==> config.mk <==
export PLATFORM = sky130hd
export DESIGN_NAME = strict_priority_multi_queue
export DESIGN_NICKNAME = d
export VERILOG_FILES = /design/src/design/spq_pkg.sv /design/src/design/strict_priority_multi_queue.sv /design/src/design/spq_ram.sv /design/src/design/spq_ctrl.sv
export SDC_FILE = /design/constraint.sdc
export NUM_CORES = 2
export LEC_CHECK = 0
export BUFFER_PORTS_ARGS = -buffer_cell sky130_fd_sc_hd__buf_2
export CORE_AREA = 4 4 461 805
export DETAILED_ROUTE_END_ITERATION = 12
export DIE_AREA = 0 0 465 809
export SETUP_SLACK_MARGIN = 0.2
export SKIP_CTS_REPAIR_TIMING = 1
export SLEW_MARGIN = 10
export SYNTH_ARGS = -nofsm -noshare
export SYNTH_HDL_FRONTEND = slang
export SYNTH_SLANG_ARGS = --single-unit
==> constraint.sdc <==
create_clock -name clk -period 6.7 [get_ports clk]
set_input_delay 0.67 -clock clk [delete_from_list [all_inputs] [get_ports clk]]
set_output_delay 0.67 -clock clk [all_outputs]
set_load 0.05 [all_outputs]
==> src/design/spq_pkg.sv <==
// ----------------------------------------------------------------------------
// spq_pkg
// Shared constants and types for the strict priority multi-queue.
// ----------------------------------------------------------------------------
`default_nettype none

package spq_pkg;

  localparam int NUM_PRIORITIES_DEF = 8;
  localparam int QUEUE_DEPTH_DEF    = 16;

  localparam int CMD_W    = 2;
  localparam int TASK_W   = 16;
  localparam int PRI_W    = 3;
  localparam int STATUS_W = 2;
  localparam int TOTAL_W  = 8;
  localparam int PCOUNT_W = 5;

  localparam logic [CMD_W-1:0] CMD_ADD    = 2'd0;
  localparam logic [CMD_W-1:0] CMD_REMOVE = 2'd1;
  localparam logic [CMD_W-1:0] CMD_QUERY  = 2'd2;

  localparam logic [STATUS_W-1:0] ST_OK    = 2'd0;
  localparam logic [STATUS_W-1:0] ST_FULL  = 2'd1;
  localparam logic [STATUS_W-1:0] ST_EMPTY = 2'd2;

  typedef struct packed {
    logic [STATUS_W-1:0] status;
    logic                any_waiting;
    logic [PRI_W-1:0]    front_priority;
    logic [TOTAL_W-1:0]  total_count;
    logic [PCOUNT_W-1:0] priority_count;
  } spq_status_t;

endpackage

`default_nettype wire

==> src/design/strict_priority_multi_queue.sv <==
// ----------------------------------------------------------------------------
// strict_priority_multi_queue
// Set of FIFO task queues, one per priority level, served highest first.
// ----------------------------------------------------------------------------
// Usage:
//   Command channel: drive cmd, task_id and priority_req with start high; the
//   transfer happens on a rising edge where start is high and busy is low.
//   cmd selects add (append task_id at priority_req), remove (drop the front
//   of the highest non-empty level) or query.
//   Result channel: done is high for exactly one cycle per command, after the
//   input register and the result register, with status, any_waiting, the
//   front task and its level, the total count and the count at priority_req,
//   all reflecting the state after the command. The receiver cannot stall.
//   Throughput: one command per cycle while busy is low; back-to-back commands
//   see each other's updates. Latency is set by the input register and the
//   registered read of the task store RAM.
//   Reset (rst, synchronous): all levels empty; busy is high for one cycle
//   after reset is released. Task store contents are not cleared.
// ----------------------------------------------------------------------------
`default_nettype none

module strict_priority_multi_queue
  import spq_pkg::*;
#(
  parameter int NUM_PRIORITIES = NUM_PRIORITIES_DEF,
  parameter int QUEUE_DEPTH    = QUEUE_DEPTH_DEF
) (
  input  wire logic                clk,
  input  wire logic                rst,
  input  wire logic                start,
  output logic                     busy,
  input  wire logic [CMD_W-1:0]    cmd,
  input  wire logic [TASK_W-1:0]   task_id,
  input  wire logic [PRI_W-1:0]    priority_req,
  output logic                     done,
  output logic [STATUS_W-1:0]      status,
  output logic                     any_waiting,
  output logic [TASK_W-1:0]        front_task_id,
  output logic [PRI_W-1:0]         front_priority,
  output logic [TOTAL_W-1:0]       total_count,
  output logic [PCOUNT_W-1:0]      priority_count
);

  localparam int AW = $clog2(NUM_PRIORITIES * QUEUE_DEPTH);

  logic              item_valid;
  logic [CMD_W-1:0]  cmd_q;
  logic [TASK_W-1:0] task_q;
  logic [PRI_W-1:0]  pri_q;

  logic              wr_en;
  logic [AW-1:0]     waddr;
  logic [AW-1:0]     raddr;
  spq_status_t       stat;
  spq_status_t       res;
  logic              byp_q;
  logic [TASK_W-1:0] byp_task;
  logic [TASK_W-1:0] rdata;

  always_ff @(posedge clk) begin
    if (rst) begin
      busy       <= 1'b1;
      item_valid <= 1'b0;
      done       <= 1'b0;
    end else begin
      busy       <= 1'b0;
      item_valid <= start && !busy;
      done       <= item_valid;
    end
  end

  always_ff @(posedge clk) begin
    cmd_q    <= cmd;
    task_q   <= task_id;
    pri_q    <= priority_req;
    res      <= stat;
    byp_q    <= wr_en && (waddr == raddr);
    byp_task <= task_q;
  end

  spq_ctrl #(
    .NUM_PRIORITIES(NUM_PRIORITIES),
    .QUEUE_DEPTH   (QUEUE_DEPTH)
  ) u_ctrl (
    .clk  (clk),
    .rst  (rst),
    .valid(item_valid),
    .cmd  (cmd_q),
    .pri  (pri_q),
    .wr_en(wr_en),
    .waddr(waddr),
    .raddr(raddr),
    .stat (stat)
  );

  spq_ram #(
    .WIDTH(TASK_W),
    .DEPTH(NUM_PRIORITIES * QUEUE_DEPTH)
  ) u_store (
    .clk  (clk),
    .we   (wr_en),
    .waddr(waddr),
    .wdata(task_q),
    .raddr(raddr),
    .rdata(rdata)
  );

  assign status         = res.status;
  assign any_waiting    = res.any_waiting;
  assign front_priority = res.front_priority;
  assign total_count    = res.total_count;
  assign priority_count = res.priority_count;
  assign front_task_id  = !res.any_waiting ? '0 : (byp_q ? byp_task : rdata);

  a_latency: assert property (@(posedge clk) disable iff (rst)
    start && !busy |-> ##2 done)
    else $error("result strobe missing two cycles after transfer");

  a_empty_total: assert property (@(posedge clk) disable iff (rst)
    done && !any_waiting |-> total_count == '0)
    else $error("nonzero total reported with no task waiting");

endmodule

`default_nettype wire

==> src/design/spq_ram.sv <==
// ----------------------------------------------------------------------------
// spq_ram
// Generic single-write, single-read RAM with registered read data.
// ----------------------------------------------------------------------------
`default_nettype none

module spq_ram #(
  parameter int WIDTH = 16,
  parameter int DEPTH = 128
) (
  input  wire logic                     clk,
  input  wire logic                     we,
  input  wire logic [$clog2(DEPTH)-1:0] waddr,
  input  wire logic [WIDTH-1:0]         wdata,
  input  wire logic [$clog2(DEPTH)-1:0] raddr,
  output logic      [WIDTH-1:0]         rdata
);

  logic [WIDTH-1:0] mem [DEPTH];

  always_ff @(posedge clk) begin
    if (we) begin
      mem[waddr] <= wdata;
    end
    rdata <= mem[raddr];
  end

endmodule

`default_nettype wire

==> src/design/spq_ctrl.sv <==
// ----------------------------------------------------------------------------
// spq_ctrl
// Per-level head and count registers, command decode, priority encoders and
// store address generation for the strict priority multi-queue.
// ----------------------------------------------------------------------------
`default_nettype none

module spq_ctrl
  import spq_pkg::*;
#(
  parameter int NUM_PRIORITIES = NUM_PRIORITIES_DEF,
  parameter int QUEUE_DEPTH    = QUEUE_DEPTH_DEF
) (
  input  wire logic                                            clk,
  input  wire logic                                            rst,
  input  wire logic                                            valid,
  input  wire logic [CMD_W-1:0]                                cmd,
  input  wire logic [PRI_W-1:0]                                pri,
  output logic                                                 wr_en,
  output logic [$clog2(NUM_PRIORITIES*QUEUE_DEPTH)-1:0]        waddr,
  output logic [$clog2(NUM_PRIORITIES*QUEUE_DEPTH)-1:0]        raddr,
  output spq_status_t                                          stat
);

  localparam int LW    = $clog2(NUM_PRIORITIES);
  localparam int HW    = $clog2(QUEUE_DEPTH);
  localparam int SW    = HW + 1;
  localparam int CW    = $clog2(QUEUE_DEPTH + 1);
  localparam int SLOTS = NUM_PRIORITIES * QUEUE_DEPTH;
  localparam int AW    = $clog2(SLOTS);
  localparam int TW    = $clog2(SLOTS + 1);

  logic [HW-1:0] head       [NUM_PRIORITIES];
  logic [HW-1:0] head_next  [NUM_PRIORITIES];
  logic [CW-1:0] count      [NUM_PRIORITIES];
  logic [CW-1:0] count_next [NUM_PRIORITIES];
  logic [TW-1:0] total;
  logic [TW-1:0] total_next;

  logic          pri_ok;
  logic [LW-1:0] pri_idx;
  logic          pri_full;
  logic [LW-1:0] top;
  logic          top_any;
  logic [LW-1:0] top_n;
  logic          any_n;
  logic          add_ok;
  logic          rem_ok;
  logic [SW-1:0] slot_sum;
  logic [HW-1:0] slot;

  always_comb begin
    pri_ok   = int'(pri) < NUM_PRIORITIES;
    pri_idx  = LW'(pri);
    pri_full = count[pri_idx] == CW'(QUEUE_DEPTH);

    top     = '0;
    top_any = 1'b0;
    for (int k = 0; k < NUM_PRIORITIES; k++) begin
      if (count[k] != '0) begin
        top     = LW'(k);
        top_any = 1'b1;
      end
    end

    add_ok = valid && (cmd == CMD_ADD) && pri_ok && !pri_full;
    rem_ok = valid && (cmd == CMD_REMOVE) && top_any;

    stat.status = ST_OK;
    case (cmd)
      CMD_ADD: begin
        if (!pri_ok || pri_full) begin
          stat.status = ST_FULL;
        end
      end
      CMD_REMOVE: begin
        if (!top_any) begin
          stat.status = ST_EMPTY;
        end
      end
      CMD_QUERY: stat.status = ST_OK;
      default:   stat.status = ST_OK;
    endcase

    for (int k = 0; k < NUM_PRIORITIES; k++) begin
      count_next[k] = count[k];
      head_next[k]  = head[k];
      if (add_ok && (pri_idx == LW'(k))) begin
        count_next[k] = count[k] + CW'(1);
      end
      if (rem_ok && (top == LW'(k))) begin
        count_next[k] = count[k] - CW'(1);
        head_next[k]  = (head[k] == HW'(QUEUE_DEPTH - 1)) ? '0 : head[k] + HW'(1);
      end
    end

    total_next = total;
    if (add_ok) begin
      total_next = total + TW'(1);
    end else if (rem_ok) begin
      total_next = total - TW'(1);
    end

    top_n = '0;
    any_n = 1'b0;
    for (int k = 0; k < NUM_PRIORITIES; k++) begin
      if (count_next[k] != '0) begin
        top_n = LW'(k);
        any_n = 1'b1;
      end
    end

    slot_sum = SW'(head[pri_idx]) + SW'(count[pri_idx]);
    slot     = (slot_sum >= SW'(QUEUE_DEPTH)) ? HW'(slot_sum - SW'(QUEUE_DEPTH))
                                               : HW'(slot_sum);

    wr_en = add_ok;
    waddr = AW'(AW'(pri_idx) * AW'(QUEUE_DEPTH)) + AW'(slot);
    raddr = AW'(AW'(top_n) * AW'(QUEUE_DEPTH)) + AW'(head_next[top_n]);

    stat.any_waiting    = any_n;
    stat.front_priority = PRI_W'(top_n);
    stat.total_count    = TOTAL_W'(total_next);
    stat.priority_count = pri_ok ? PCOUNT_W'(count_next[pri_idx]) : '0;
  end

  always_ff @(posedge clk) begin
    if (rst) begin
      for (int k = 0; k < NUM_PRIORITIES; k++) begin
        head[k]  <= '0;
        count[k] <= '0;
      end
      total <= '0;
    end else if (valid) begin
      for (int k = 0; k < NUM_PRIORITIES; k++) begin
        head[k]  <= head_next[k];
        count[k] <= count_next[k];
      end
      total <= total_next;
    end
  end

  a_remove_decrements: assert property (@(posedge clk) disable iff (rst)
    rem_ok |=> total == $past(total) - TW'(1))
    else $error("total not decremented after remove");

  a_add_increments: assert property (@(posedge clk) disable iff (rst)
    valid && (cmd == CMD_ADD) && (stat.status == ST_OK) |=> total == $past(total) + TW'(1))
    else $error("total not incremented after accepted add");

endmodule

`default_nettype wire

==> summary.md <==
| Metric | Value |
|---|---|
| Die area | between 300000 and 400000 sq um |
| Initial antenna violation count | 18 |
| Sequential share of the synthesized area | 0.7185 |
| Pwr dens | between 200 and 300 nW/um^2 |
| Adder-cell share of the synthesized area | 0.005173 |
| Leakage | 37.94 nW |
| I/O pin cnt | 61 |
| Xor/xnor share of the synthesized area | 0.005008 |
| CTS tree | yes |
| Initial core utilization | 0.2498 |
| Worst hold path depth | 1 |
| EDFF count, synth | roughly 2100 |
| First-pass GRT wire length | 449.7 mm |
| FF+latch count, synth | 2204 |
| Drt drc | 0 |
| Crit end category | flop |
| Post-route clock skew | 0.07231 ns |
| Worst reg2reg path startpoint | u_ctrl.count[6][1] |
| Syn Area/Cell | between 10 and 15 sq um |
| Number of cells produced by synthesis | approximately 6700 |
| Filler Cell Count | about 36000 |
| Commonest non-fill, non-tap cells in the layout | 2120 x edfxtp_1, 1460 x nand2_1, 702 x buf_4 |
| Least-Margin Pin Slew | between 1 and 1.5 ns |
| Slew HR | 0.1398 |
| Final period utilization | 0.9625 |
| Post-Synth Simple-Gate Area | 0.1339 |
| Non-Filler Instances | 12440 |
| RR Endpoint | u_store.rdata[1] |
| Top_reg_cell synth | edfxtp_1 |
| Via count | 61010 |
| Worst EP arrival | about 7.2 ns |
| Status | complete, no violations |
| Required @ worst endpoint | between 7 and 8 ns |
| Post-Synthesis Cell Area | 90940 sq um |
| Crit Path Class | reg -> reg |
| Final setup vio count | 0 |
| IO buf count | 60 |
| DR pass1 iterations | 5 |
| Largest net degree at the start of global routing | between 100 and 150 |
| Share of layout cells above drive strength 1 | 0.1827 |
| Post-DR vias/cell | about 4.9 |
| Peak supply drop | approximately 210 uV |
| Synth Area in Compound Gates | 0.06032 |
| 1st-iter DRT viols | 6244 |
| Clk slew on worst S/H paths | 0.07 ns |
| Worst r2r path cells | 21 |
| Sum Neg Setup Slack | 0 ns |
| TritonCTS buffer count | 196 |
| Async SR Flop Fraction | 0 |
| Routed length per instance | 25.90 um |
| R2R setup slack | between 0.2 and 0.3 ns |
| Worst-skew pair later-pin latency | just under 0.9 ns |
| MaxCap Viol Count | 0 |
| Final Hold Violating Endpoints | 0 |
| RSZ-0062 raised after global routing | yes |
| Max Slew Vio Count | 0 |
| Post-synth cell types | 105 |
| Mux contribution to synthesized area | 0.05204 |
| Final Power | slightly above 0.03 W |
| Die W | 465 um |
| Max Buffers Root-to-Sink | 4 |
| RePlAce Congestion | 0.9579 |
| Final HPWL DP | ~220 mm |
| Vias in the first global route | 60330 |
| Total global routing overflow | 0 |
| # nets final | 7464 |
| Die Height | approximately 800 um |
| Total track usage | 0.1638 |
| WL final | roughly 320 mm |
| Hold Path End | task_q[12] |
| Largest family of logic cells by synthesized area | simple AND/OR/NAND/NOR gates |
| Area Overhead vs Synth | 21.13% |
| CORE AREA | between 300000 and 400000 sq um |
| Syn nets | slightly below 7000 |
| Htree depth | 4 |
| Core Rows | 293 |
| Worst hold path class | in -> reg |
| Clock root buffer | clkbuf_16 |
| Peak Freq | 0.1551 GHz |
| HP Start | task_id[12] |
| Commonest non-fill, non-tap cell in the layout | edfxtp_1 |
| Startpoint Class | flop |
| Placed Cells | 12010 |
| CTS sink count | around 2200 |
| CP Max Fanout | 21 |
| Yosys Warn Count | 0 |
| DRT antenna net count | 0 |
| Final min period | ~6.4 ns |
kinds of logic after synthesis:
kind of cell,Yosys count
flip-flops,2204
XOR/XNOR,52
adder cells (fa/ha/maj),37
buffers and inverters,477
AO/OA/AOI/OAI,800
multiplexers,440
AND/OR/NAND/NOR,2702
stage by stage:
stage | util | hold WS (ns) | setup WS, ns | cell area, sq um
finish | 0.3026 | 0.03808 | 0.2510 | 110200
global placement | 0.2822 | 0.4184 | -0.6394 | 102700
global route | 0.3026 | 0.01046 | 0.09463 | 110100
floorplan | - | 0.4197 | 0.9203 | 90940
CTS | 0.2994 | -0.1532 | -0.4209 | 109000
detailed placement | 0.2822 | 0.4238 | -0.3069 | 102700
critical path, stage by stage, from the launching register on:
cell      delay (ns)
edfxtp_1        0.39
inv_1           0.12
ha_1            0.19
or4b_4          0.51
buf_4           0.18
nor4_4          0.28
nand3_1         0.17
a311oi_2        0.33
nand2_1         0.15
or4_1           0.54
buf_4           0.22
or4_4           0.60
o31a_1          0.40
nand2_4         0.22
buf_12          0.23
buf_4           0.27
mux2i_1         0.19
o21ai_0         0.16
a211o_1         0.28
and3_1          0.20
buf_4           0.22
or3b_1          0.39
report_power, final:
part / internal, W / switching (W)
sequential: 0.0152 / 0.000206
clock: 0.00617 / 0.00521
combinational: 0.00152 / 0.00275
metal layers:
metal / global-route usage / vias to the layer above / share of wire
met1: 0.1695 / 30850 / 0.33
met2: 0.2913 / 2739 / 0.51
met5: 0 / - / 0.00022
li1: - / 26560 / -
met3: 0.02259 / 849 / 0.062
met4: 0.1392 / 12 / 0.10
final cells by class:
class / count / area, sq um / share of cell area
clock buffer: 233 / 5149 / 0.04674
clock inverter: 117 / 1105 / 0.01003
sequential: 2204 / 65410 / 0.5938
multi-input combinational: 4032 / 23900 / 0.2170
inverter: 62 / 232.7 / 0.002113
tap: 4867 / 6090 / 0.05528
timing repair buffer: 907 / 8234 / 0.07475
antenna: 13 / 32.53 / 0.0002953
worst max path at each step:
stage,from,to,slack [ns],cells past startpoint
5_1_grt,u_ctrl.count[6][0],u_store.rdata[15],0.09,26
4_1_cts,u_ctrl.count[4][1],u_store.rdata[15],-0.42,27
6_report,u_ctrl.count[6][1],u_store.rdata[1],0.25,21
3_3_place_gp,u_ctrl.count[4][1],u_store.rdata[4],-0.64,28
2_1_floorplan,u_ctrl.count[4][0],u_store.rdata[2],0.92,23
3_5_place_dp,u_ctrl.count[4][1],u_store.rdata[12],-0.31,26
Yosys cell counts, types with 40 or more instances:
| library cell | number | area, sq um |
|---|---|---|
| clkbuf_1 | 135 | 506.7 |
| nor3_1 | 42 | 210.2 |
| nor4_1 | 43 | 269.0 |
| nor2_1 | 250 | 938.4 |
| nand3_1 | 567 | 2838 |
| dfxtp_1 | 84 | 1682 |
| buf_2 | 202 | 1011 |
| a2111oi_0 | 54 | 473.0 |
| buf_4 | 43 | 322.8 |
| nand4_1 | 53 | 331.6 |
| inv_1 | 59 | 221.5 |
| edfxtp_1 | 2120 | 63660 |
| nand2_1 | 1467 | 5507 |
| mux2i_1 | 387 | 3874 |
| and3_1 | 86 | 538.0 |
| o21ai_0 | 73 | 365.4 |
| o22ai_1 | 54 | 337.8 |
| a32oi_1 | 40 | 350.3 |
| a31oi_1 | 88 | 550.5 |
| a21oi_1 | 229 | 1146 |
flip-flops by register name, indices dropped and copies added, names as in the netlist:
signal          count
u_ctrl.count       40
any_waiting         1
cmd_q               2
u_store.mem      2048
item_valid          1
front_priority      3
busy                1
u_ctrl.head        32
pri_q               3
total_count         8
byp_task           16
task_q             16
done                1
status              2
priority_count      5
byp_q               1
u_ctrl.total        8
u_store.rdata      16
Note: power is estimated with default switching activity, not from simulation.
